## config.mk

```make
export PLATFORM = sky130hd
export DESIGN_NAME = mflt_front
export DESIGN_NICKNAME = d
export VERILOG_FILES = /design/src/rtl/core/mflt_pkg.sv /design/src/rtl/core/mflt_front.sv
export SDC_FILE = /design/constraint.sdc
export NUM_CORES = 1
export LEC_CHECK = 0
export ABC_AREA = 1
export BUFFER_PORTS_ARGS = -buffer_cell sky130_fd_sc_hd__buf_2
export CAP_MARGIN = 0
export CORE_UTILIZATION = 45
export DETAILED_ROUTE_END_ITERATION = 6
export GPL_ROUTABILITY_DRIVEN = 0
export MAX_ROUTING_LAYER = met4
export PLACE_DENSITY = 0.63
export SLEW_MARGIN = 40
export SYNTH_ARGS = -nofsm -noshare
export SYNTH_HDL_FRONTEND = slang
export SYNTH_SLANG_ARGS = --single-unit
```

## constraint.sdc

```tcl
create_clock -name clk -period 10.5 [get_ports clk]
set_input_delay 0.525 -clock clk [delete_from_list [all_inputs] [get_ports clk]]
set_output_delay 0.525 -clock clk [all_outputs]
set_load 0.1 [all_outputs]
```

## src/rtl/core/mflt_pkg.sv

```systemverilog
`default_nettype none

package mflt_pkg;

    // frame limits and field widths
    localparam int MAX_WIDTH  = 1024;
    localparam int MAX_HEIGHT = 1024;
    localparam int PIX_W      = 8;
    localparam int DIM_W      = 11;
    localparam int COL_W      = $clog2(MAX_WIDTH);
    localparam int ROW_W      = $clog2(MAX_HEIGHT);
    localparam int DRN_W      = COL_W + 1;
    localparam int WIN_N      = 9;

    // configuration reset values
    localparam logic [DIM_W-1:0] WIDTH_RESET  = 11'd640;
    localparam logic [DIM_W-1:0] HEIGHT_RESET = 11'd480;

    // command queue between front and back
    localparam int CMDQ_DEPTH = 4;
    localparam int CMDQ_PTR_W = $clog2(CMDQ_DEPTH);
    localparam int CMDQ_CNT_W = $clog2(CMDQ_DEPTH + 1);

    // result queue at the output
    localparam int OUTQ_DEPTH = 8;
    localparam int OUTQ_PTR_W = $clog2(OUTQ_DEPTH);
    localparam int OUTQ_CNT_W = $clog2(OUTQ_DEPTH + 1);

    typedef enum logic {
        CFG_IMAGE_WIDTH  = 1'b0,
        CFG_IMAGE_HEIGHT = 1'b1
    } cfg_idx_t;

    typedef enum logic {
        REQ_PIXEL = 1'b0,
        REQ_DRAIN = 1'b1
    } req_t;

    typedef logic [PIX_W-1:0] pix_t;

    // 3x3 window, row-major: index = row*3 + column
    typedef pix_t [WIN_N-1:0] win_t;

    // classified work handed from front to back
    typedef struct packed {
        logic             is_drain;
        logic             first;
        logic             emit1;
        logic             emit2;
        logic             top_mid;
        logic             last;
        logic [COL_W-1:0] addr0;
        logic [COL_W-1:0] addr1;
        logic [COL_W-1:0] addr2;
        pix_t             px;
    } cmd_t;

    // one output queue entry holds the results of one item
    typedef struct packed {
        logic two;
        logic fe0;
        pix_t f0;
        pix_t f1;
    } res_t;

endpackage

`default_nettype wire

```

## src/rtl/core/mflt_front.sv

```systemverilog
`default_nettype none

module mflt_front
    import mflt_pkg::*;
(
    input  logic             clk,
    input  logic             rst_n,
    input  logic             cfg_valid,
    output logic             cfg_ready,
    input  logic             cfg_index,
    input  logic [DIM_W-1:0] cfg_data,
    input  logic             push,
    input  logic             full,
    input  logic             req_type,
    input  pix_t             pixel,
    output logic             cmd_push,
    output cmd_t             cmd
);

    localparam logic [DIM_W-1:0] MAX_W_DIM = DIM_W'(MAX_WIDTH);
    localparam logic [DIM_W-1:0] MAX_H_DIM = DIM_W'(MAX_HEIGHT);

    function automatic logic [DIM_W-1:0] eff_dim(input logic [DIM_W-1:0] v,
                                                 input logic [DIM_W-1:0] maxv);
        logic [DIM_W-1:0] r;
        if (v < DIM_W'(2))
            r = DIM_W'(2);
        else if (v > maxv)
            r = maxv;
        else
            r = v;
        return r;
    endfunction

    logic [DIM_W-1:0] width_reg, width_next;
    logic [DIM_W-1:0] height_reg, height_next;
    logic [COL_W-1:0] col_reg, col_next;
    logic [ROW_W-1:0] row_reg, row_next;
    logic [DRN_W-1:0] drain_reg, drain_next;

    logic [DIM_W-1:0] w_m1_full;
    logic [DIM_W-1:0] h_m1_full;
    logic [COL_W-1:0] wm1;
    logic [ROW_W-1:0] hm1;
    logic [DRN_W-1:0] drain_m1;
    logic [COL_W-1:0] dc;
    logic [COL_W-1:0] dc_m1;
    logic [COL_W-1:0] cl, cm, cr;
    logic             d_last;
    logic             draining;
    logic             is_drain_item;
    logic             accept;
    logic             row_end;
    logic             row_nz;

    assign cfg_ready = 1'b1;

    // effective frame size, saturated to the supported range
    assign w_m1_full = eff_dim(width_reg, MAX_W_DIM) - DIM_W'(1);
    assign h_m1_full = eff_dim(height_reg, MAX_H_DIM) - DIM_W'(1);
    assign wm1       = w_m1_full[COL_W-1:0];
    assign hm1       = h_m1_full[ROW_W-1:0];

    assign accept        = push && !full;
    assign is_drain_item = (req_type == REQ_DRAIN);
    assign draining      = (drain_reg != '0);

    // drain column and its clamped neighbors
    assign drain_m1 = drain_reg - DRN_W'(1);
    assign dc       = drain_m1[COL_W-1:0];
    assign dc_m1    = dc - COL_W'(1);
    assign d_last   = (dc >= wm1);
    assign cm       = d_last ? wm1 : dc;
    assign cr       = d_last ? wm1 : dc + COL_W'(1);
    assign cl       = (dc == '0) ? '0 : ((dc > wm1) ? wm1 : dc_m1);

    // pixel position flags
    assign row_end = (col_reg >= wm1);
    assign row_nz  = (row_reg != '0);

    // command build
    always_comb
    begin
        cmd          = '0;
        cmd.px       = pixel;
        cmd.is_drain = is_drain_item;
        if (is_drain_item)
        begin
            cmd.last  = d_last;
            cmd.addr0 = cl;
            cmd.addr1 = cm;
            cmd.addr2 = cr;
        end
        else
        begin
            cmd.first   = (col_reg == '0);
            cmd.emit1   = (col_reg != '0) && row_nz;
            cmd.emit2   = row_end && row_nz;
            cmd.top_mid = (row_reg == ROW_W'(1));
            cmd.addr0   = col_reg;
            cmd.addr1   = col_reg;
            cmd.addr2   = col_reg;
        end
    end

    // ignored items are taken but produce no work
    assign cmd_push = accept && (is_drain_item ? draining : !draining);

    // position counters
    always_comb
    begin
        col_next   = col_reg;
        row_next   = row_reg;
        drain_next = drain_reg;
        if (accept)
        begin
            if (is_drain_item)
            begin
                if (draining)
                    drain_next = d_last ? '0 : drain_reg + DRN_W'(1);
            end
            else if (!draining)
            begin
                if (row_end)
                begin
                    col_next = '0;
                    if (row_reg >= hm1)
                    begin
                        row_next   = '0;
                        drain_next = DRN_W'(1);
                    end
                    else
                        row_next = row_reg + ROW_W'(1);
                end
                else
                    col_next = col_reg + COL_W'(1);
            end
        end
    end

    // configuration writes
    always_comb
    begin
        width_next  = width_reg;
        height_next = height_reg;
        if (cfg_valid && cfg_ready)
        begin
            case (cfg_index)
                CFG_IMAGE_WIDTH:  width_next  = cfg_data;
                CFG_IMAGE_HEIGHT: height_next = cfg_data;
                default:          width_next  = width_reg;
            endcase
        end
    end

    always_ff @(posedge clk or negedge rst_n)
    begin
        if (!rst_n)
        begin
            width_reg  <= WIDTH_RESET;
            height_reg <= HEIGHT_RESET;
            col_reg    <= '0;
            row_reg    <= '0;
            drain_reg  <= '0;
        end
        else
        begin
            width_reg  <= width_next;
            height_reg <= height_next;
            col_reg    <= col_next;
            row_reg    <= row_next;
            drain_reg  <= drain_next;
        end
    end

endmodule

`default_nettype wire

```

* After elaboration in Yosys (flattened, before gate mapping)
Cells that the tools add are included.
Operators by class: shift operators 0, reduce and logical (&&, ||, !) cells 18, $mul 0, equality and inequality tests 3, bitwise gates (word level) 3, $add $sub $neg 8, divide/modulo/power cells 0, order comparisons 8, muxes and demuxes 20
Operators by type and width (number):
- 10-bit two-way mux | 10
- 11-bit two-way mux | 6
- 10-bit by 1-bit subtractor with 10-bit output (second input constant) | 4
- 10-bit by 1-bit adder with 10-bit output (second input constant) | 3
- 10-bit >= comparator | 3
- 30-bit two-way mux | 1
- 11-bit > comparator (second input constant) | 2
- 11-bit by 2-bit less-than comparator with 1-bit output (second input constant) | 2
- 10-bit zero test | 2
- 10-bit nonzero test | 2
- 11-bit by 1-bit adder with 11-bit output (second input constant) | 1
- 11-bit nonzero test | 1
- 10-bit by 1-bit equality test with 1-bit output (second input constant) | 1
- 10-bit > comparator | 1
- 5-bit AND reduction | 1
- 1-bit logical AND | 4
- 4-bit two-way mux | 1
- 2-bit AND reduction | 2
- 4-bit AND reduction | 1
- 2-bit nonzero test | 2
- 1-bit inverter | 3
- 3-bit AND reduction | 1
- 1-bit zero test | 2
- 1-bit two-way mux | 2
- other kinds (2) | 2
Storage, ports and cells: memory bits (read-only) 0, flip-flop bits (word level) 53, latch bits 0, memories kept 0, logic and storage cells 65, bits of input ports 26, bits in writable memories 0

* Logic depth before layout (Yosys ltp)
depth after elaboration 9, mapped depth 28, gate-level depth less buffers 26

* Least setup slack after synthesis
No wires, ideal clock.
path kind register to output, start register width_reg[4], end output port cmd[40] (netlist name), arrival time 3.947 ns, cell stages (with the launch flop) 25, buffers on the path 1, data required time 9.975 ns, slack 6.028 ns, cells stage by stage dfrtp_1 > nor2_1 > nand2_1 > nor2_2 > nand2_2 > nand2_2 > buf_6 > nand2_2 > nand2_2 > inv_1 > ha_1 > inv_1 > xor2_1 > inv_1 > ha_1 > nand4_1 > o221ai_1 > a21oi_1 > nand2_1 > nand2_1 > o211ai_1 > nand2_1 > o21ai_1 > nand2_1 > nor2_1
RTL lines:
- start, declared | RTL line mflt_front.sv:35 | logic [DIM_W-1:0] width_reg, width_next;
- start signal, assigned | RTL line mflt_front.sv:168 | width_reg <= width_next;
- end, declared | RTL line mflt_front.sv:17 | output cmd_t cmd

==> flow_metrics.tcl <==
set metrics [dict create \
    overflow 0 \
    cp.required_ns 9.98 \
    io_pins 72 \
    rsz0062_at_grt "false" \
    yosysTopAreaCell "dfrtp_1" \
    max_cap_violations 0 \
    dr.first_iter.drc_count 331 \
    netlist_instances 797 \
    cts_resized 0 \
    yosys.area_share.simple_pct 36.9 \
    final_cell_mix "nand2_1, inv_1, nand3_1" \
    max_clock_freq_mhz 195 \
    dieArea_um2 12500 \
    cts_hold_buf 0 \
    endpoint_kind "output port" \
    layout-drive-gt1-share_pct 13.8 \
    n_antenna_cell 0 \
    period_share_pct 48.9 \
    ys_seq_area_share_pct 24.6 \
    rows 39 \
    synth_top_family_by_area "simple AND/OR/NAND/NOR gates" \
    dpl.hpwl_mm 10.6 \
    first_global_vias 4850 \
    drtPass1Iterations 7 \
    cts.path.max_buffers 2 \
    syn_area_um2 5420 \
    syn_area_per_cell_um2 6.80 \
    fin_skew_ns 0.00561 \
    max_slew_margin_pct 49.2 \
    drv_slew 0 \
    cts_sinks 53 \
    synth_top_area_share_pct 21.7 \
    crit_arrival_ns 4.61 \
    track_usage_pct 23.9 \
    synth_mux_area_share_pct 0 \
    synth_seq_cells 53 \
    wire_per_inst_um 14.0 \
    initial_core_util_pct 46.9 \
    dp_slack_ns 5.75 \
    routed_via_density 5.22 \
    tritoncts "built" \
    synth_area_leaders "dfrtp_1, nand2_1, ha_1" \
    setup_violations 0 \
    tightest_slew_ns 0.760 \
    cts_max_level 2 \
    nNetsFinal 888 \
    yosysWarnings 0 \
    crit_fanout 21 \
    synth_compound_area_share_pct 8.19 \
    min-delay-path-class "in -> async" \
    synthDistinctLibCells 46 \
    period_minus_slack_ns 5.13 \
    yosys.area_share.xor_xnor_pct 8.05 \
    antenna_found_initial 0 \
    cts_made_buffers 5 \
    setup_ws_ns 5.37 \
    status "finished with violations" \
    timing.setup.tns_ns 0 \
    cts_root_buf "clkbuf_16" \
    io_buffers 54 \
    grt_max_degree 54 \
    clk_pin_slew_ns 0.08 \
    crit_type "reg -> out" \
    reg2reg_slack_ns 6.13 \
    dieHeight_um 112 \
    syn-num-nets 860 \
    clk_latency_ns 0.31 \
    core_area_um2 11600 \
    ant_nets 0 \
    vias 5057 \
    cts_setup_buffers 0 \
    area_growth_syn_to_layout_pct 6.00 \
    synth_fa_ha_area_share_pct 8.54 \
    grt_pass1_wl_mm 23.4 \
    hold_violations 0 \
    drc 12 \
    mostFrequentLayoutCell "nand2_1" \
    failed_checks "design-rule violations" \
    die_w_um 112 \
    routed_wl_mm 13.6 \
    setup.worst_path.start_class "register" \
]
cell type report:
| class | count | area [µm²] |
|---|---|---|
| repair buffers | 55 | 278 |
| multi-input cells | 590 | 3350 |
| clock inverters | 3 | 28.8 |
| fillers | 1192 | 5820 |
| well taps | 143 | 179 |
| flip-flops and latches | 53 | 1330 |
| clock buffers | 5 | 125 |
| inverters | 120 | 453 |
worst max-delay path, cell delays in order (launching register included):
cell	delay, ns
dfrtp_1	0.44
nor2_1	0.12
nand2_1	0.08
nor2_2	0.16
nand2_2	0.07
nand2_2	0.17
nand2_2	0.09
nand2_2	0.09
inv_1	0.05
ha_1	0.21
nand2_2	0.09
inv_2	0.05
nand3b_1	0.08
xor2_1	0.40
ha_1	0.34
nand2_1	0.07
nor2_1	0.04
nand2_1	0.08
nor2_2	0.05
nor2_4	0.38
nand2_1	0.34
nand2_1	0.34
nand2_1	0.09
nand3_1	0.11
nand2_1	0.07
buf_2	0.29
worst paths after layout:
kind / from / end / depth (start not counted)
min in group clk: cfg_data[7] / width_reg[7] / 3
worst max-delay path: width_reg[6] / cmd[28] / 25
worst max register to register: width_reg[6] / row_reg[8] / 24
max in group asynchronous: rst_n / row_reg[5] / 2
worst min-delay path: rst_n / width_reg[1] / 2
worst min register to register: height_reg[0] / height_reg[0] / 2
cell families after synthesis:
kind of cell / count (synthesis)
flops: 53
compound gates: 79
buf+inv: 154
xor+xnor: 49
fa+ha+maj: 37
simple gates: 424
other cells: 1
cells in the mapped netlist, drive strengths merged:
library cell / number
o21ai: 50
nand3: 71
nand3b: 4
buf: 29
dfstp: 6
xor2: 42
clkbuf: 5
a211oi: 1
clkinv: 4
o221ai: 1
nor2: 51
o21bai: 1
conb: 1
dfrtp: 47
o211ai: 1
o31ai: 5
inv: 116
o2111ai: 1
nand2: 236
nor3: 16
ha: 37
o41ai: 3
a21oi: 13
nand4: 33
and3: 1
a31oi: 1
nor4: 8
nor3b: 2
o21a: 2
or2: 2
xnor2: 7
through the flow:
stage	instances	util, %	area (µm²)	hold slack, ns
after floorplan	797	-	5420	0.229
after global placement	961	48.4	5590	0.478
after detailed placement	961	48.4	5590	0.497
after CTS	969	49.7	5750	0.377
after global routing	969	49.7	5750	0.413
final	969	49.7	5750	0.337
metal layers:
layer	track usage (%)	part of all wire (%)
met1	29.7	45
met4	8.65	2.5
met2	39.3	47
met3	3.48	5.0
met5	-	0
Power is left out: the tool's default activity adds up to more than one toggle a clock period on the data nets, which glitch-free logic cannot reach.
