`src/rtl/core/mflt_pkg.sv`:
```
`default_nettype none

package mflt_pkg;

    // frame limits and field widths
    localparam int MAX_WIDTH  = 1024;
    localparam int MAX_HEIGHT = 1024;
    localparam int PIX_W      = 8;
    localparam int DIM_W      = 11;
    localparam int COL_W      = $clog2(MAX_WIDTH);
    localparam int ROW_W      = $clog2(MAX_HEIGHT);
    localparam int DRN_W      = COL_W + 1;
    localparam int WIN_N      = 9;

    // configuration reset values
    localparam logic [DIM_W-1:0] WIDTH_RESET  = 11'd640;
    localparam logic [DIM_W-1:0] HEIGHT_RESET = 11'd480;

    // command queue between front and back
    localparam int CMDQ_DEPTH = 4;
    localparam int CMDQ_PTR_W = $clog2(CMDQ_DEPTH);
    localparam int CMDQ_CNT_W = $clog2(CMDQ_DEPTH + 1);

    // result queue at the output
    localparam int OUTQ_DEPTH = 8;
    localparam int OUTQ_PTR_W = $clog2(OUTQ_DEPTH);
    localparam int OUTQ_CNT_W = $clog2(OUTQ_DEPTH + 1);

    typedef enum logic {
        CFG_IMAGE_WIDTH  = 1'b0,
        CFG_IMAGE_HEIGHT = 1'b1
    } cfg_idx_t;

    typedef enum logic {
        REQ_PIXEL = 1'b0,
        REQ_DRAIN = 1'b1
    } req_t;

    typedef logic [PIX_W-1:0] pix_t;

    // 3x3 window, row-major: index = row*3 + column
    typedef pix_t [WIN_N-1:0] win_t;

    // classified work handed from front to back
    typedef struct packed {
        logic             is_drain;
        logic             first;
        logic             emit1;
        logic             emit2;
        logic             top_mid;
        logic             last;
        logic [COL_W-1:0] addr0;
        logic [COL_W-1:0] addr1;
        logic [COL_W-1:0] addr2;
        pix_t             px;
    } cmd_t;

    // one output queue entry holds the results of one item
    typedef struct packed {
        logic two;
        logic fe0;
        pix_t f0;
        pix_t f1;
    } res_t;

endpackage

`default_nettype wire

```
`src/rtl/core/mflt_out_fifo.sv`:
```
`default_nettype none

module mflt_out_fifo
    import mflt_pkg::*;
(
    input  logic                  clk,
    input  logic                  rst_n,
    input  logic                  wr_en,
    input  res_t                  wr_data,
    output logic [OUTQ_CNT_W-1:0] cnt,
    output logic                  empty,
    input  logic                  pop,
    output pix_t                  filtered,
    output logic                  frame_end,
    output logic                  run_end
);

    res_t                  slot_reg [OUTQ_DEPTH];
    logic [OUTQ_PTR_W-1:0] wr_ptr_reg, wr_ptr_next;
    logic [OUTQ_PTR_W-1:0] rd_ptr_reg, rd_ptr_next;
    logic [OUTQ_CNT_W-1:0] cnt_reg, cnt_next;
    logic                  sub_reg, sub_next;
    res_t                  head;
    logic                  take;
    logic                  retire;

    assign cnt   = cnt_reg;
    assign empty = (cnt_reg == '0);
    assign head  = slot_reg[rd_ptr_reg];

    // present the first or second result of the head entry
    assign filtered  = sub_reg ? head.f1 : head.f0;
    assign frame_end = !sub_reg && head.fe0;
    assign run_end   = sub_reg || !head.two;

    assign take   = pop && !empty;
    assign retire = take && (sub_reg || !head.two);

    always_comb
    begin
        wr_ptr_next = wr_ptr_reg;
        rd_ptr_next = rd_ptr_reg;
        cnt_next    = cnt_reg;
        sub_next    = sub_reg;
        if (wr_en)
            wr_ptr_next = (wr_ptr_reg == OUTQ_PTR_W'(OUTQ_DEPTH - 1)) ?
                          '0 : wr_ptr_reg + OUTQ_PTR_W'(1);
        if (retire)
            rd_ptr_next = (rd_ptr_reg == OUTQ_PTR_W'(OUTQ_DEPTH - 1)) ?
                          '0 : rd_ptr_reg + OUTQ_PTR_W'(1);
        if (take)
            sub_next = !retire;
        if (wr_en && !retire)
            cnt_next = cnt_reg + OUTQ_CNT_W'(1);
        else if (retire && !wr_en)
            cnt_next = cnt_reg - OUTQ_CNT_W'(1);
    end

    always_ff @(posedge clk or negedge rst_n)
    begin
        if (!rst_n)
        begin
            wr_ptr_reg <= '0;
            rd_ptr_reg <= '0;
            cnt_reg    <= '0;
            sub_reg    <= 1'b0;
        end
        else
        begin
            wr_ptr_reg <= wr_ptr_next;
            rd_ptr_reg <= rd_ptr_next;
            cnt_reg    <= cnt_next;
            sub_reg    <= sub_next;
        end
    end

    always_ff @(posedge clk)
    begin
        if (wr_en)
            slot_reg[wr_ptr_reg] <= wr_data;
    end

endmodule

`default_nettype wire
```
`config.mk`:
```
export PLATFORM = sky130hd
export DESIGN_NAME = mflt_out_fifo
export DESIGN_NICKNAME = d
export VERILOG_FILES = /design/src/rtl/core/mflt_pkg.sv /design/src/rtl/core/mflt_out_fifo.sv
export SDC_FILE = /design/constraint.sdc
export NUM_CORES = 1
export LEC_CHECK = 0
export BUFFER_PORTS_ARGS = -buffer_cell sky130_fd_sc_hd__buf_4
export CELL_PAD_IN_SITES_DETAIL_PLACEMENT = 1
export CELL_PAD_IN_SITES_GLOBAL_PLACEMENT = 2
export CORE_ASPECT_RATIO = 1.5
export CORE_MARGIN = 2
export CORE_UTILIZATION = 50
export CTS_BUF_LIST = sky130_fd_sc_hd__clkbuf_2 sky130_fd_sc_hd__clkbuf_4 sky130_fd_sc_hd__clkbuf_8
export DETAILED_ROUTE_END_ITERATION = 12
export PLACE_DENSITY = 0.89
export SYNTH_ARGS = -nofsm -noshare
export SYNTH_HDL_FRONTEND = slang
export SYNTH_SLANG_ARGS = --single-unit
```
`constraint.sdc`:
```
create_clock -name clk -period 3 [get_ports clk]
set_input_delay 0.15 -clock clk [delete_from_list [all_inputs] [get_ports clk]]
set_output_delay 0.15 -clock clk [all_outputs]
set_load 0.05 [all_outputs]
```
### Word level (Yosys, flattened, before mapping)

Memory sizes are Yosys's and may differ from the RTL's.
Cells that the tools add are included.

| storage, ports and cells | value |
|---|---|
| flip-flop bits (word level) | 11 |
| RAM bits | 144 |
| input port bits | 22 |
| logic and storage cells | 31 |
| memories kept | 1 |

| operators by class | value |
|---|---|
| add/subtract/negate cells | 4 |
| equal/unequal tests | 2 |
| muxes and demuxes | 7 |
| reductions and logical operators | 13 |

Memories:

| name | depth | bits a word | rd ports | clocked after memory_dff | wr ports | RTL line | RTL |
|---|---|---|---|---|---|---|---|
| slot_reg | 8 | 18 | 1 | 0 | 1 | mflt_out_fifo.sv:18 | `res_t slot_reg [OUTQ_DEPTH];` |

Operators by type and width:

| kind | number |
|---|---|
| 4-bit two-way mux | 2 |
| 8-bit two-way mux | 1 |
| 3-bit by 1-bit adder with 3-bit output (second input constant) | 2 |
| 3-bit == test (second input constant) | 2 |
| 3-bit two-way mux | 2 |
| 1-bit logical AND | 5 |
| 1-bit logical NOT | 5 |
| 4-bit by 1-bit adder with 4-bit output (second input constant) | 1 |
| 4-bit logical NOT | 1 |
| 4-bit by 1-bit subtractor with 4-bit output (second input constant) | 1 |
| 1-bit two-way mux | 2 |
| 2-bit nonzero test | 1 |
| 1-bit logical OR | 1 |

### Longest topological paths before layout

| logic depth | value |
|---|---|
| word-level depth | 7 |
| mapped depth | 12 |
| mapped depth without buffers | 11 |

### Worst setup path before layout

Ideal clock, no wire load.

| path | value |
|---|---|
| path type | flip-flop to flip-flop |
| start | reg cnt_reg[0] (netlist: cnt[0]) |
| end | reg cnt_reg[3] (netlist: cnt[3]) |
| setup time | 0.141 ns |
| arrival | 3.813 ns |
| data required time | 2.859 ns |
| slack | -0.954 ns |
| cell stages (with the launch flop) | 12 |
| cell sequence | dfrtp_1 nor4_1 nand2b_1 a21oi_2 inv_1 ha_1 inv_1 ha_1 a21o_1 a21oi_1 mux2i_1 xnor2_1 |

| on the way | value |
|---|---|
| longest elaborated chain between the ends | 7 |
| elaborated cells between the ends (all ways) | 12 |
| classes of those cells | add/sub: 2; mux: 2; reduce/logical: 8 |

RTL lines:

| element | RTL line | RTL |
|---|---|---|
| start: declaration | mflt_out_fifo.sv:21 | `logic [OUTQ_CNT_W-1:0] cnt_reg, cnt_next;` |
| start signal: assignment | mflt_out_fifo.sv:72 | `cnt_reg <= cnt_next;` |
| 4-bit logical NOT * | mflt_out_fifo.sv:28 | `assign empty = (cnt_reg == '0);` |
| via empty | mflt_out_fifo.sv:11 | `output logic empty,` |
| 1-bit logical NOT * | mflt_out_fifo.sv:36 | `assign take = pop && !empty;` |
| 1-bit logical AND * | mflt_out_fifo.sv:36 |  |
| 1-bit logical AND * | mflt_out_fifo.sv:37 | `assign retire = take && (sub_reg \|\| !head.two);` |
| 1-bit logical NOT | mflt_out_fifo.sv:53 | `if (wr_en && !retire)` |
| 1-bit logical AND | mflt_out_fifo.sv:53 |  |
| 4-bit two-way mux or 2-bit nonzero test (tied branches) | -- |  |

Mark *: on every way through the listed nets, which the timed path passes. The rest lies on a longest branch. The select of a mux whose other input is x is not followed.
A chain may end at the register's enable or synchronous reset.

### Worst setup path in the final report

| path | value |
|---|---|
| start | reg rd_ptr_reg[1] |
| end | reg cnt_reg[3] (netlist: cnt[3]) |

| on the way | value |
|---|---|
| longest elaborated chain between the ends | 7 |
| elaborated cells between the ends (all ways) | 9 |
| classes of those cells | mux: 1; reduce/logical: 7; memory: 1 |

RTL lines:

| element | RTL line | RTL |
|---|---|---|
| start: declaration | mflt_out_fifo.sv:20 | `logic [OUTQ_PTR_W-1:0] rd_ptr_reg, rd_ptr_next;` |
| start signal: assignment | mflt_out_fifo.sv:71 | `rd_ptr_reg <= rd_ptr_next;` |
| memory 8 x 18 bit * | -- |  |
| 1-bit logical NOT * | mflt_out_fifo.sv:37 |  |
| 1-bit logical OR * | mflt_out_fifo.sv:37 |  |
| 1-bit logical AND * | mflt_out_fifo.sv:37 |  |
| 1-bit logical NOT | mflt_out_fifo.sv:53 |  |
| 1-bit logical AND | mflt_out_fifo.sv:53 |  |
| 4-bit two-way mux or 2-bit nonzero test (tied branches) | -- |  |

Every way passes the cells marked *; elsewhere a longest branch is shown, timed or not.

==> flow_summary.toml <==
[status]
status = "finished, final reports clean"

[place]
dp_hpwl_um = 7283
placed_cell_area_mm2 = 0.006665
routabilityCongestion = 0.7728
portBuffers = 36

[hold_path]
hold_path.class = "input port to async pin"

[yosys]
synth_top_area_cell = "edfxtp_1"
yosysUniqueCellTypes = 32
yosys-top-cells-area = "edfxtp_1 (71%), mux4_2 (14%), dfrtp_1 (4.5%)"
ys_warn_count = 0
netlist.area_leader.share_pct = 70.75
ys_seq_elements = 155
syn_area_mm2 = 0.006112
syn_inst = 272
synth_nets = 302
avgSynthCellArea_um2 = 22.47
synth_seq_area_share_pct = 75.25

[drt]
wl_per_cell_um = 23.13
vias = 3006
drc = 0
first_pass_iters = 4
routed_via_density = 5.737
ant_nets = 0
drt_iter0_markers = 211
wl_um = 12120

[worst_setup_path]
cp-end-kind = "register"
crit_path_max_fanout = 13
crit_chain = "buf_4 > nor2_1 > a221oi_2 > a21oi_2 > inv_1 > ha_1 > inv_1 > ha_1 > a21o_1 > a21oi_1 > mux2i_1 > xnor2_1"
cp.arrival_ps = 3200
max_stage_delay_ps = 490
critical_path_class = "register to register"
crit_slowest_cell = "dfrtp_1"
cp-start-kind = "register"
worstPathRequired_ps = 3360

[cells_and_area]
n_antenna_cell = 0
seq_area_mm2 = 0.004602
area_growth_syn_to_layout_pct = 19.45
fillCellCount = 1022
layout-drive-gt1-share_pct = 36.39
fin_area_mm2 = 0.007301
largest_reg_flops = 144
multi_input_area_mm2 = 0.001444
final_core_util_pct = 61.07
finalNetCount = 388
final_cell_mix = "edfxtp_1 (144), buf_4 (56), mux4_2 (38), dlygate4sd3_1 (20), clkbuf_8 (17)"
final_common_cell = "edfxtp_1"

[timing]
maxSlewViolCount = 0
fin_crit_sh_pct = 94.82
period_needed_ps = 2845
worst_pin_slew_ps = 432.4
skew_ps = 11.01
max_slew_margin_pct = 71.17
setup_viol = 0
fmax_mhz = 351.5
hold_viol = 0
fin_tns_setup_ps = 0

[cts]
clk_pin_slew_ps = 80
root_buffer = "clkbuf_8"
clk_latency_ps = 440
cts_tree = "done"
cts_made_buffers = 17
cts_buffer_depth = 2
cts_sinks = 155
h-tree-depth = 4

[grt]
antenna_found_initial = 0
grt_usage_pct = 20.73
grt_max_degree = 30
grt_pass1_vias = 3390
overflow = 0
grt_pass1_wl_um = 19310

[pwr]
p_per_area_mw_per_mm2 = 1014
power_mw = 7.405
peakVddDrop_uv = 1029
p_leak_nw = 2.502

[die]
die_x_um = 94.28
die_y_um = 139.4
io_pins = 37
fp-row-count = 49
start_util_pct = 51.13
core_mm2 = 0.01196
dieArea_mm2 = 0.01314

[run]
maxCapViolations = 0
kinds of logic (layout without fill, tap and decap cells):
family | Yosys count | after routing | share of synthesized area [%]
AOI/OAI and AO/OA | 13 | 13 | 1.474
xor gates and xnor gates | 3 | 3 | 0.4300
adders and majority gates | 8 | 8 | 1.760
buffers and inverters | 14 | 113 | 1.535
DFF | 155 | 155 | 75.25
muxes | 50 | 50 | 17.38
and+or+nand+nor | 29 | 29 | 2.170
report_power, final:
part	switching [mW]	leakage, nW	total [mW]	internal, mW
combinational	1.65	0.867	2.90	1.25
sequential	0.187	1.44	2.92	2.73
clock	0.767	0.197	1.59	0.821
total	2.60	2.50	7.41	4.80
per-stage QoR:
stage	setup slack [ps]	std cells	hold WS [ps]
after floorplan	39.34	272	-145.6
after global placement	347.8	470	-5.797
after detailed placement	222.4	470	-2.244
after CTS	15.96	522	41.68
after global routing	-40.25	524	60.21
final	155.3	524	78.91
worst paths after layout:
path	start	endpoint	slack [ps]	depth (start not counted)
setup reg to reg	rd_ptr_reg[1]	cnt[3]	160	12
max in group asynchronous	rst_n	rd_ptr_reg[0]	2750	2
setup / recovery	rd_ptr_reg[1]	cnt[3]	160	12
min in group clk	pop	sub_reg	170	3
hold / removal	rst_n	rd_ptr_reg[2]	80	2
hold reg to reg	wr_ptr_reg[2]	wr_ptr_reg[2]	570	1
layer usage:
metal / up-vias / track usage (%) / part of all wire (%)
met5: - / 0 / 0
met4: 0 / 7.323 / 1.7
met3: 18 / 5.577 / 3.7
met2: 75 / 34.77 / 55
met1: 1603 / 25.99 / 40
li1: 1310 / - / -
final cells by class:
class                      count  area share (%)
timing repair buffer          77           8.775
tap                          153           2.622
clock buffer                  17           3.205
sequential                   155           63.03
multi-input combinational    103           19.78
inverter                       4          0.2057
clock inverter                15           2.382
worst max-delay path, delay by kind of cell (launching register included):
family	cells	cell delay, ps
AOI/OAI and AO/OA	4	890
xor gates and xnor gates	1	140
adders and majority gates	2	470
muxes	1	230
and+or+nand+nor	1	110
buffers and inverters	3	460
DFF	1	490
timing repair:
| action | CTS | global route |
|---|---|---|
| cloned | 0 | 0 |
| endpoints found under the hold margin | 158 | 0 |
| hold buffers | 20 | 0 |
| pin swaps | 0 | 1 |
| setup endpoints to repair | 6 | 7 |
| setup buffers | 0 | 2 |
| gates resized for setup | 1 | 3 |
cells in the mapped netlist:
master,number
edfxtp_1,144
inv_1,4
o21ai_1,1
nor2_1,11
buf_6,1
mux2_1,1
buf_2,5
nor4_1,1
buf_8,1
a21o_1,2
buf_12,1
nor3_1,2
mux2i_1,3
nand2b_1,3
a21oi_1,3
mux4_2,38
a221oi_2,1
mux4_1,5
or2_1,1
xnor2_1,3
a211oi_1,1
ha_1,7
a22o_1,1
mux2_2,3
nor2b_1,2
fa_1,1
dfrtp_1,11
clkbuf_1,2
nand3b_1,1
nand2_1,8
o21ai_0,3
a21oi_2,1
Note: power is estimated with default switching activity, not from simulation.
