**config.mk**
```make
export PLATFORM = sky130hd
export DESIGN_NAME = mflt_cmd_fifo
export DESIGN_NICKNAME = d
export VERILOG_FILES = /design/src/rtl/core/mflt_pkg.sv /design/src/rtl/core/mflt_cmd_fifo.sv
export SDC_FILE = /design/constraint.sdc
export NUM_CORES = 1
export LEC_CHECK = 0
export BUFFER_PORTS_ARGS = -buffer_cell sky130_fd_sc_hd__buf_2
export CAP_MARGIN = 20
export CORE_ASPECT_RATIO = 1.1
export CORE_MARGIN = 2
export CORE_UTILIZATION = 50
export CTS_CLUSTER_DIAMETER = 120
export CTS_CLUSTER_SIZE = 30
export DETAILED_ROUTE_END_ITERATION = 8
export GPL_TIMING_DRIVEN = 0
export PLACE_DENSITY = 0.71
export REMOVE_ABC_BUFFERS = 1
export SYNTH_ARGS = -nofsm -noshare
export SYNTH_HDL_FRONTEND = slang
export SYNTH_SLANG_ARGS = --single-unit
```
**constraint.sdc**
```tcl
create_clock -name clk -period 3.26 [get_ports clk]
set_clock_uncertainty 0.2 [all_clocks]
set_input_delay 0.163 -clock clk [delete_from_list [all_inputs] [get_ports clk]]
set_output_delay 0.163 -clock clk [all_outputs]
set_load 0.01 [all_outputs]
```
**src/rtl/core/mflt_pkg.sv**
```systemverilog
`default_nettype none

package mflt_pkg;

    // frame limits and field widths
    localparam int MAX_WIDTH  = 1024;
    localparam int MAX_HEIGHT = 1024;
    localparam int PIX_W      = 8;
    localparam int DIM_W      = 11;
    localparam int COL_W      = $clog2(MAX_WIDTH);
    localparam int ROW_W      = $clog2(MAX_HEIGHT);
    localparam int DRN_W      = COL_W + 1;
    localparam int WIN_N      = 9;

    // configuration reset values
    localparam logic [DIM_W-1:0] WIDTH_RESET  = 11'd640;
    localparam logic [DIM_W-1:0] HEIGHT_RESET = 11'd480;

    // command queue between front and back
    localparam int CMDQ_DEPTH = 4;
    localparam int CMDQ_PTR_W = $clog2(CMDQ_DEPTH);
    localparam int CMDQ_CNT_W = $clog2(CMDQ_DEPTH + 1);

    // result queue at the output
    localparam int OUTQ_DEPTH = 8;
    localparam int OUTQ_PTR_W = $clog2(OUTQ_DEPTH);
    localparam int OUTQ_CNT_W = $clog2(OUTQ_DEPTH + 1);

    typedef enum logic {
        CFG_IMAGE_WIDTH  = 1'b0,
        CFG_IMAGE_HEIGHT = 1'b1
    } cfg_idx_t;

    typedef enum logic {
        REQ_PIXEL = 1'b0,
        REQ_DRAIN = 1'b1
    } req_t;

    typedef logic [PIX_W-1:0] pix_t;

    // 3x3 window, row-major: index = row*3 + column
    typedef pix_t [WIN_N-1:0] win_t;

    // classified work handed from front to back
    typedef struct packed {
        logic             is_drain;
        logic             first;
        logic             emit1;
        logic             emit2;
        logic             top_mid;
        logic             last;
        logic [COL_W-1:0] addr0;
        logic [COL_W-1:0] addr1;
        logic [COL_W-1:0] addr2;
        pix_t             px;
    } cmd_t;

    // one output queue entry holds the results of one item
    typedef struct packed {
        logic two;
        logic fe0;
        pix_t f0;
        pix_t f1;
    } res_t;

endpackage

`default_nettype wire

```
**src/rtl/core/mflt_cmd_fifo.sv**
```systemverilog
`default_nettype none

module mflt_cmd_fifo
    import mflt_pkg::*;
(
    input  logic clk,
    input  logic rst_n,
    input  logic wr_en,
    input  cmd_t wr_data,
    output logic full,
    input  logic rd_en,
    output logic rd_valid,
    output cmd_t rd_data
);

    cmd_t                  slot_reg [CMDQ_DEPTH];
    logic [CMDQ_PTR_W-1:0] wr_ptr_reg, wr_ptr_next;
    logic [CMDQ_PTR_W-1:0] rd_ptr_reg, rd_ptr_next;
    logic [CMDQ_CNT_W-1:0] cnt_reg, cnt_next;

    assign full     = (cnt_reg == CMDQ_CNT_W'(CMDQ_DEPTH));
    assign rd_valid = (cnt_reg != '0);
    assign rd_data  = slot_reg[rd_ptr_reg];

    // pointer and count update
    always_comb
    begin
        wr_ptr_next = wr_ptr_reg;
        rd_ptr_next = rd_ptr_reg;
        cnt_next    = cnt_reg;
        if (wr_en)
            wr_ptr_next = (wr_ptr_reg == CMDQ_PTR_W'(CMDQ_DEPTH - 1)) ?
                          '0 : wr_ptr_reg + CMDQ_PTR_W'(1);
        if (rd_en)
            rd_ptr_next = (rd_ptr_reg == CMDQ_PTR_W'(CMDQ_DEPTH - 1)) ?
                          '0 : rd_ptr_reg + CMDQ_PTR_W'(1);
        if (wr_en && !rd_en)
            cnt_next = cnt_reg + CMDQ_CNT_W'(1);
        else if (rd_en && !wr_en)
            cnt_next = cnt_reg - CMDQ_CNT_W'(1);
    end

    always_ff @(posedge clk or negedge rst_n)
    begin
        if (!rst_n)
        begin
            wr_ptr_reg <= '0;
            rd_ptr_reg <= '0;
            cnt_reg    <= '0;
        end
        else
        begin
            wr_ptr_reg <= wr_ptr_next;
            rd_ptr_reg <= rd_ptr_next;
            cnt_reg    <= cnt_next;
        end
    end

    // storage
    always_ff @(posedge clk)
    begin
        if (wr_en)
            slot_reg[wr_ptr_reg] <= wr_data;
    end

endmodule

`default_nettype wire

```
# Word level (Yosys, flattened, before mapping)

Memories as Yosys holds them, arrays and structs flattened.
Cells that the tools add are included.

Bits in registers: 7
Word-level logic and storage cells: 23
Bits in writable memories: 176
Memories: 1

Muxes and demuxes: 6
Reduce and logical (&&, ||, !) cells: 6
Equal/unequal tests: 3
Add/sub/neg operators: 4

Memories:

| memory   | words | width | read ports | clocked after memory_dff | write ports | line                | text |
|---|---|---|---|---|---|---|---|
| slot_reg | 4     | 44    | 1          | 0                        | 1           | mflt_cmd_fifo.sv:16 | `cmd_t slot_reg [CMDQ_DEPTH];` |

Operators by type and width:

| cell                | number |
|---|---|
| $mux 3              | 2 |
| $add 2x1->2 const B | 2 |
| $eq 2x2->1 const B  | 2 |
| $mux 2              | 2 |
| $add 3x1->3 const B | 1 |
| $eq 3x3->1 const B  | 1 |
| $reduce_bool 3->1   | 1 |
| $sub 3x1->3 const B | 1 |
| $logic_and 1x1->1   | 2 |
| $logic_not 1->1     | 2 |
| $mux 1              | 2 |
| $reduce_bool 2->1   | 1 |

# Longest topological paths before layout

Gate-level depths: netlist of run 1.

Word-level depth: 4
Gate-level depth with buffers: 7

# Least setup slack after synthesis of run 1

OpenSTA, ideal clock, no wires.

Path kind: reg-to-reg
From: register wr_ptr_reg[0]
To: memory slot_reg[0][0] (netlist name), enable pin
Library setup time: 0.406 ns
Path slack: 0.973 ns
Stages on the path, launching flop included: 4
Arrival: 1.682 ns
Clock period less this slack: 2.287 ns
Buffers on the path: 0
Path through: dfrtp_1 > inv_1 > ha_1 > and2_1

RTL lines:

| item                   | line                | text |
|---|---|---|
| start, declared        | mflt_cmd_fifo.sv:17 | `logic [CMDQ_PTR_W-1:0] wr_ptr_reg, wr_ptr_next;` |
| start signal, assigned | mflt_cmd_fifo.sv:53 | `wr_ptr_reg <= wr_ptr_next;` |
| end, declared          | mflt_cmd_fifo.sv:16 |  |

No word-level cell before the write port.

==> results of run 1 <==
-- where the power goes --
part	internal, mW	leakage [nW]	switching [mW]
sequential	3.02	1.70	0.218
combinational	0.991	1.04	0.923
clock	1.11	0.266	0.803
total	5.12	3.01	1.94
-- per-stage QoR --
step           utilization  instance area [um^2]  hold WS (ns)
2_1_floorplan            -                  6711       -0.3326
3_3_place_gp        0.5583                  7407       -0.2031
3_5_place_dp        0.5681                  7537       -0.1905
4_1_cts             0.6453                  8562        0.2610
5_1_grt             0.6453                  8562        0.2769
6_report            0.6453                  8562        0.2818
-- kinds of logic after synthesis --
logic type	synth area share
DFF	0.7997
muxes	0.1534
buffers and inverters	0.01924
and+or+nand+nor	0.008430
adders and majority gates	0.01393
xor gates and xnor gates	0.003849
AOI/OAI and AO/OA	0.001466
-- synth_stat cells, drive strengths merged --
| cell | n | area, um^2 |
|---|---|---|
| buf | 10 | 116.4 |
| nor2 | 3 | 11.26 |
| nand2 | 2 | 7.510 |
| fa | 1 | 20.02 |
| o21ai | 2 | 10.01 |
| inv | 4 | 15.01 |
| mux2 | 3 | 33.78 |
| or3 | 1 | 6.260 |
| nor3b | 1 | 7.510 |
| dfrtp | 7 | 175.2 |
| xor2 | 2 | 17.52 |
| xnor2 | 1 | 8.760 |
| edfxtp | 176 | 5285 |
| and2 | 4 | 25.02 |
| mux4 | 44 | 1013 |
| ha | 6 | 75.07 |
-- final cells by class --
cell class,count,area [um^2],share of cell area
timing repair buffer,147,1066,0.1245
inverter,4,15.01,0.001754
tap,184,230.2,0.02689
clock buffer,19,432.9,0.05056
multi-input combinational,70,1241,0.1450
clock inverter,12,111.4,0.01301
sequential,183,5465,0.6383
-- layer usage --
metal  vias to the layer above  global-route usage  routed length, um
met5                         -                   0                  0
li1                       1442                   -                  -
met4                         0             0.07512                170
met2                        70              0.2687               5958
met3                        14             0.04348                417
met1                      1610              0.2200               4925
-- worst max-delay path: cells and delay by family (launching register included) --
| kind | cells | cell delay, ns |
|---|---|---|
| DFF | 1 | 0.68 |
| buffers and inverters | 2 | 0.44 |
| muxes | 1 | 0.60 |
-- how the worst max path moves through the flow --
stage / end / cells after the start
final: rd_data[25] / 3
after global routing: rd_data[25] / 3
after CTS: rd_data[43] / 3
after detailed placement: rd_data[43] / 3
after global placement: rd_data[43] / 2
after floorplan: rd_data[25] / 1
-- repair_timing --
action	in CTS	in global routing
hold buffers	48	0
setup endpoints to repair	0	0
setup buffers	0	0
hold endpoints to repair	187	0
==> impl_metrics.csv, run 1 <==
group,metric,value,unit
global_route,gr-usage-all-layers,0.1685,
worst_setup_path,crit_arrival,2.19,ns
sta,finalSetupTns,0,ns
clocking,cts_tree,"built",
worst_setup_path,worstReg2RegStart,"wr_ptr_reg[0]$_DFFE_PN0P_",
clocking,root_buffer,"clkbuf_16",
sta,fin_crit_sh,0.7818,
sta,slew_violations,0,
layout,finalNonFillerCells,619,
layout,largest_register_ffs,176,
floorplanning,fp.dieH,126.6,um
layout,diodes,0,
sta,worst_slack,0.7114,ns
drt,drt_iter0_markers,152,
drt,wl,11470,um
worst_setup_path,cp.required,2.90,ns
placement,dpl.hpwl,6746,um
logic_synthesis,synthCells,267,
worst_setup_path,reg2regPathDepth,4,
clocking,cts_buffer_depth,2,
clocking,cts_max_level,4,
worst_setup_path,start_kind,"flop",
clocking,clk_pin_slew_worst_paths,0.06,ns
global_route,antenna_found_initial,0,
power_and_ir_drop,p_per_area,825.3,mW/mm^2
floorplanning,die_w,115.4,um
floorplanning,pin_count,94,
drt,first_pass_iters,5,
drt,post-route-drc-count,0,
sta,hold_viol_final,0,
worst_setup_path,slowest_stage,"dfrtp_4",
sta,rsz0062_at_grt,"no",
floorplanning,dieArea,0.01461,mm^2
layout,layout_common_cells,"edfxtp_1, buf_2, dlygate4sd3_1",
worst_setup_path,crit_start,"rd_ptr_reg[0]$_DFFE_PN0P_",
worst_setup_path,max_stage_delay,0.68,ns
global_route,grt_first_pass_wirelength,17840,um
layout,drive_gt1_frac,0.3931,
worst_setup_path,crit_type,"reg -> out",
clocking,cts_sinks,183,
floorplanning,core_area,0.01327,mm^2
placement,port_buffers,93,
min_path,holdPathEnd,"slot_reg[2][19]$_DFFE_PP_",
flow_run,drv_cap,0,
logic_synthesis,synth.distinct_cells,19,
sta,relSlewSlack,0.5330,
drt,wl_per_cell,18.53,um
worst_setup_path,reg2reg_slack,1.18,ns
global_route,grt_pass1_vias,3352,
placement,routabilityCongestion,0.6803,
logic_synthesis,netlist_area,0.006828,mm^2
drt,vias,3136,
global_route,grt.overflow.total,0,
sta,tightest_slew,0.7006,ns
layout,area_delta_synth_final,25.40,%
power_and_ir_drop,power,7.066,mW
clocking,ctsResizeCount,0,
min_path,hp-class,"in -> reg",
sta,max_freq,392.4,MHz
power_and_ir_drop,cellLeakagePower,3.006,nW
logic_synthesis,synth_seq_area_share,0.7997,
worst_setup_path,crit_chain,"buf_12 -> mux4_1 -> buf_2",
clocking,clkLatencyLatePin,0.42,ns
sta,finalSetupViolCount,0,
worst_setup_path,crit_path_max_fanout,29,
layout,final_common_cell,"edfxtp_1",
placement,placed_cells,540,
floorplanning,start_util,0.5146,
logic_synthesis,synth.avg_cell_area,25.57,um^2
layout,fin_nets,478,
logic_synthesis,yosysWarningCount,0,
floorplanning,fp-row-count,44,
layout,fill_cells,900,
sta,period_needed,2.549,ns
placement,pre_cts_ws,1.106,ns
drt,ant_nets,0,
clocking,numCtsBuffers,17,
logic_synthesis,synth-seq-cells,183,
min_path,hold_start,"wr_data[19]",
global_route,grt_max_degree,30,
worst_setup_path,timing.rr.end,"slot_reg[2][32]$_DFFE_PP_",
power_and_ir_drop,ir_drop,0.6309,mV
worst_setup_path,end_kind,"output port",
drt,avgViaCountPerCell,5.066,
min_path,holdPathStages,2,
outcome,outcome,"complete, no violations",
(Power assumes the default switching activity.)
==> run 2, diff against run 1 <==
==> constraint.sdc (replaced) <==
create_clock -name clk -period 2.5 [get_ports clk]
set_clock_uncertainty 0.2 [all_clocks]
set_input_delay 0.125 -clock clk [delete_from_list [all_inputs] [get_ports clk]]
set_output_delay 0.125 -clock clk [all_outputs]
set_load 0.01 [all_outputs]
==> impl_metrics.csv, run 2 (synthesized netlist as in run 1, its figures left out) <==
group,metric,value,unit
outcome,outcome,"complete, no violations",
worst_setup_path,reg2regPathDepth,4,
layout,largest_register_ffs,176,
worst_setup_path,worstReg2RegStart,"wr_ptr_reg[0]$_DFFE_PN0P_",
power_and_ir_drop,ir_drop,0.6955,mV
sta,period_needed,2.217,ns
flow_run,drv_cap,0,
placement,routabilityCongestion,0.6803,
power_and_ir_drop,power,9.312,mW
floorplanning,dieArea,0.01461,mm^2
worst_setup_path,crit_chain,"buf_12 -> mux4_2 -> buf_2",
drt,wl,11620,um
drt,wl_per_cell,18.61,um
sta,hold_viol_final,0,
worst_setup_path,timing.rr.end,"slot_reg[2][32]$_DFFE_PP_",
placement,dpl.hpwl,6746,um
drt,first_pass_iters,4,
clocking,root_buffer,"clkbuf_16",
layout,fin_nets,483,
sta,relSlewSlack,0.5357,
placement,pre_cts_ws,0.3841,ns
drt,ant_nets,0,
global_route,grt.overflow.total,0,
clocking,cts_tree,"built",
worst_setup_path,slowest_stage,"dfrtp_2",
worst_setup_path,max_stage_delay,0.67,ns
min_path,holdPathEnd,"slot_reg[2][19]$_DFFE_PP_",
power_and_ir_drop,p_per_area,1081,mW/mm^2
power_and_ir_drop,clockPowerShare,0.268,
drt,post-route-drc-count,0,
clocking,ctsResizeCount,0,
power_and_ir_drop,p_int,6.755,mW
power_and_ir_drop,switching_share,0.2745,
clocking,cts_buffer_depth,2,
worst_setup_path,crit_type,"reg -> out",
min_path,holdPathStages,2,
drt,vias,3180,
clocking,cts_sinks,183,
floorplanning,die_w,115.4,um
worst_setup_path,crit_path_max_fanout,29,
min_path,hold_start,"wr_data[19]",
floorplanning,start_util,0.5146,
worst_setup_path,cp.required,2.17,ns
power_and_ir_drop,p_comb_frac,0.287,
global_route,gr-usage-all-layers,0.1710,
global_route,grt_pass1_vias,3394,
global_route,antenna_found_initial,0,
worst_setup_path,reg2reg_slack,0.41,ns
floorplanning,fp-row-count,44,
layout,drive_gt1_frac,0.4000,
clocking,clk_pin_slew_worst_paths,0.07,ns
min_path,hp-class,"in -> reg",
sta,rsz0062_at_grt,"no",
layout,diodes,0,
worst_setup_path,crit_start,"rd_ptr_reg[1]$_DFFE_PN0P_",
clocking,numCtsBuffers,17,
sta,max_freq,451.1,MHz
sta,slew_violations,0,
layout,area_delta_synth_final,26.13,%
power_and_ir_drop,switching_power,2.556,mW
floorplanning,pin_count,94,
global_route,grt_first_pass_wirelength,18100,um
floorplanning,fp.dieH,126.6,um
global_route,grt_max_degree,30,
sta,finalSetupViolCount,0,
worst_setup_path,start_kind,"flop",
layout,layout_common_cells,"edfxtp_1, buf_2, dlygate4sd3_1",
worst_setup_path,crit_arrival,1.89,ns
layout,final_common_cell,"edfxtp_1",
clocking,clkLatencyLatePin,0.43,ns
clocking,cts_max_level,4,
power_and_ir_drop,cellLeakagePower,3.035,nW
sta,worst_slack,0.2834,ns
power_and_ir_drop,p_seq_frac,0.446,
sta,fin_crit_sh,0.8867,
placement,port_buffers,93,
floorplanning,core_area,0.01327,mm^2
drt,avgViaCountPerCell,5.096,
worst_setup_path,end_kind,"output port",
layout,fill_cells,899,
drt,drt_iter0_markers,149,
sta,tightest_slew,0.6964,ns
[run 2: cell count changes in the layout (fill, tap and decap cells not counted), sizes merged]
cell / previous run / this run
buf: 99 / 104
[run 2: critical path, delay by kind of cell, from the launching register on]
kind / cells / cell delay (ns)
flops: 1 / 0.67
mux: 1 / 0.34
buf+inv: 2 / 0.43
[run 2: power groups by stage]
stage               logic [mW]  clock network (mW)  registers, mW
global placement          2.17                   0           4.53
floorplan                 1.42                   0           4.35
global route              2.90                2.68           4.19
finish                    2.67                2.49           4.15
CTS                       2.74                2.53           4.16
detailed placement        2.49                   0           4.31
[run 2: what timing repair did]
action,CTS,global route
endpoints found under the setup margin,17,0
endpoints found under the hold margin,188,0
buffers inserted,5,0
hold buffers,48,0
[run 2: final cells by class]
class	instances	area (um^2)	share of cell area
clock buffers	19	432.9	0.05027
clock inverters	12	111.4	0.01293
inverters	4	15.01	0.001743
multi-input cells	70	1241	0.1441
flip-flops and latches	183	5465	0.6346
well taps	184	230.2	0.02673
repair buffers	152	1116	0.1296
[run 2: how the worst max path moves through the flow]
stage                  endpoint  cells after the start
floorplan           rd_data[25]                      1
global placement    rd_data[43]                      2
detailed placement  rd_data[43]                      3
CTS                  rd_data[4]                      3
global route        rd_data[42]                      3
finish              rd_data[32]                      3
[run 2: through the flow]
stage	util	hold slack [ns]	instances	setup TNS [ns]	instance area (um^2)
6_report	0.6491	0.2381	624	0	8612
3_3_place_gp	0.5583	-0.2411	534	-157.86	7407
5_1_grt	0.6491	0.2389	624	0	8612
4_1_cts	0.6491	0.2230	624	0	8612
2_1_floorplan	-	-0.3706	257	-14.75	6711
3_5_place_dp	0.5681	-0.2285	540	0	7537
[run 2: metal layers]
metal	GRT usage	up-vias	wire length [um]
li1	-	1455	-
met3	0.04348	13	413
met2	0.2752	80	6006
met4	0.07512	0	173
met5	0	-	0
met1	0.2217	1632	5023
==> run 3, diff against run 2 <==
--- a/config.mk
+++ b/config.mk
@@ -13,7 +13,6 @@
 export CTS_CLUSTER_DIAMETER = 120
 export CTS_CLUSTER_SIZE = 30
 export DETAILED_ROUTE_END_ITERATION = 8
-export GPL_TIMING_DRIVEN = 0
 export PLACE_DENSITY = 0.71
 export REMOVE_ABC_BUFFERS = 1
 export SYNTH_ARGS = -nofsm -noshare
==> impl_metrics.csv, run 3 (synthesized netlist as in run 1, its figures left out) <==
group,metric,value,unit
worst_setup_path,crit_path_max_fanout,26,
sta,fin_hold_ws,0.2540,ns
drt,wl,11730,um
sta,fin_crit_sh,0.8966,
clocking,cts_sinks,183,
layout,fin_nets,491,
power_and_ir_drop,p_per_area,1086,mW/mm^2
worst_setup_path,start_kind,"flop",
global_route,grt_max_degree,29,
clocking,clkLatencyLatePin,0.42,ns
power_and_ir_drop,ir_drop,0.6018,mV
layout,diodes,0,
clocking,numCtsBuffers,17,
sta,worst_slack,0.2586,ns
layout,finalNonFillerCells,633,
worst_setup_path,cp.buffers_inverters,2,
worst_setup_path,end_kind,"output port",
drt,first_pass_iters,4,
sta,max_freq,446.2,MHz
worst_setup_path,crit_arrival,1.92,ns
sta,hold_viol_final,0,
sta,relSlewSlack,0.6633,
clocking,cts_max_level,4,
placement,routabilityCongestion,0.7052,
layout,area_delta_synth_final,27.10,%
drt,avgViaCountPerCell,5.161,
floorplanning,start_util,0.5146,
floorplanning,pin_count,94,
sta,rsz0062_at_grt,"no",
drt,vias,3267,
outcome,outcome,"complete, no violations",
drt,drt_iter0_markers,186,
worst_setup_path,crit_type,"reg -> out",
worst_setup_path,crit_chain,"buf_4 -> mux4_2 -> buf_2",
drt,post-route-drc-count,0,
floorplanning,fp-row-count,44,
sta,slew_violations,0,
sta,period_needed,2.241,ns
worst_setup_path,max_stage_delay,0.68,ns
worst_setup_path,cp.required,2.17,ns
placement,dpl.hpwl,7020,um
floorplanning,fp.dieH,126.6,um
drt,ant_nets,0,
power_and_ir_drop,cellLeakagePower,3.077,nW
drt,wl_per_cell,18.53,um
clocking,cts_buffer_depth,2,
global_route,antenna_found_initial,0,
floorplanning,die_w,115.4,um
worst_setup_path,slowest_stage,"dfrtp_4",
placement,port_buffers,93,
flow_run,drv_cap,0,
floorplanning,dieArea,0.01461,mm^2
global_route,grt.overflow.total,0,
clocking,root_buffer,"clkbuf_16",
global_route,grt_pass1_vias,3487,
layout,final_common_cell,"edfxtp_1",
layout,fill_cells,869,
sta,finalSetupViolCount,0,
worst_setup_path,cp_top_family,"flip-flops",
clocking,clk_pin_slew_worst_paths,0.06,ns
clocking,cts_tree,"built",
placement,placed_cells,548,
floorplanning,core_area,0.01327,mm^2
global_route,grt_first_pass_wirelength,18110,um
sta,tightest_slew,0.5051,ns
min_path,hp-class,"in -> reg",
placement,pre_cts_ws,0.4962,ns
layout,drive_gt1_frac,0.4165,
layout,largest_register_ffs,176,
global_route,gr-usage-all-layers,0.1715,
layout,layout_common_cells,"edfxtp_1, buf_2, dlygate4sd3_1",
-- run 3: changes by cell type in the layout (fill, tap and decap cells not counted), sizes merged --
cell,before,now
buf,104,112
clkbuf,19,17
clkinvlp,1,3
bufinv,2,3
clkinv,9,8
inv,4,5
-- run 3: repair_timing --
item | in CTS | in global routing
hold endpoints to repair | 188 | 0
buffers inserted | 0 | 5
hold buffers | 48 | 0
endpoints found under the setup margin | 0 | 8
resized for setup | 0 | 1
-- run 3: power by group --
group	switching, mW	leakage [nW]	internal, mW	total, mW
combinational	1.26	1.10	1.36	2.62
sequential	0.252	1.70	3.95	4.20
clock	1.05	0.279	1.55	2.61
-- run 3: final timing paths --
path / start / endpoint / slack, ns / depth (start not counted)
setup / recovery: rd_ptr_reg[1]$_DFFE_PN0P_ / rd_data[40] / 0.26 / 3
hold / removal: wr_data[11] / slot_reg[0][11]$_DFFE_PP_ / 0.25 / 2
setup reg to reg: wr_ptr_reg[0]$_DFFE_PN0P_ / slot_reg[2][32]$_DFFE_PP_ / 0.59 / 4
hold reg to reg: cnt_reg[2]$_DFFE_PN0P_ / cnt_reg[2]$_DFFE_PN0P_ / 0.29 / 1
max in group asynchronous: rst_n / rd_ptr_reg[1]$_DFFE_PN0P_ / 1.37 / 3
min in group asynchronous: rst_n / cnt_reg[2]$_DFFE_PN0P_ / 0.47 / 3
-- run 3: area by class of cell --
cell class              instances  area [um^2]  area share
multi-input cells              70         1241      0.1430
flip-flops and latches        183         5468      0.6300
inverters                       4        15.01    0.001730
clock buffers                  17        425.4     0.04902
repair buffers                160         1139      0.1312
well taps                     184        230.2     0.02653
clock inverters                15        160.2     0.01845
-- run 3: worst reg2reg max path, stage by stage (launching register included) --
cell,delay [ns]
dfrtp_1,0.41
inv_1,0.11
ha_1,0.15
and2_2,0.46
buf_4,0.28
-- run 3: per-stage QoR --
| step | power (mW) | setup TNS (ns) | instance area, um^2 | utilization |
|---|---|---|---|---|
| after floorplan | 5.772 | -14.75 | 6711 | - |
| after global placement | 6.777 | 0 | 7572 | 0.5707 |
| after detailed placement | 6.823 | 0 | 7572 | 0.5707 |
| after CTS | 9.489 | 0 | 8638 | 0.6511 |
| after global routing | 9.877 | 0 | 8678 | 0.6541 |
| final | 9.423 | 0 | 8678 | 0.6541 |
-- run 3: metal layers --
metal / vias to the layer above / part of all wire / wire length [um] / global-route usage
met1: 1699 / 0.42 / 4945 / 0.2107
li1: 1473 / - / - / -
met2: 82 / 0.52 / 6147 / 0.2917
met3: 13 / 0.038 / 450 / 0.04348
met5: - / 0 / 0 / 0
met4: 0 / 0.016 / 185 / 0.06733
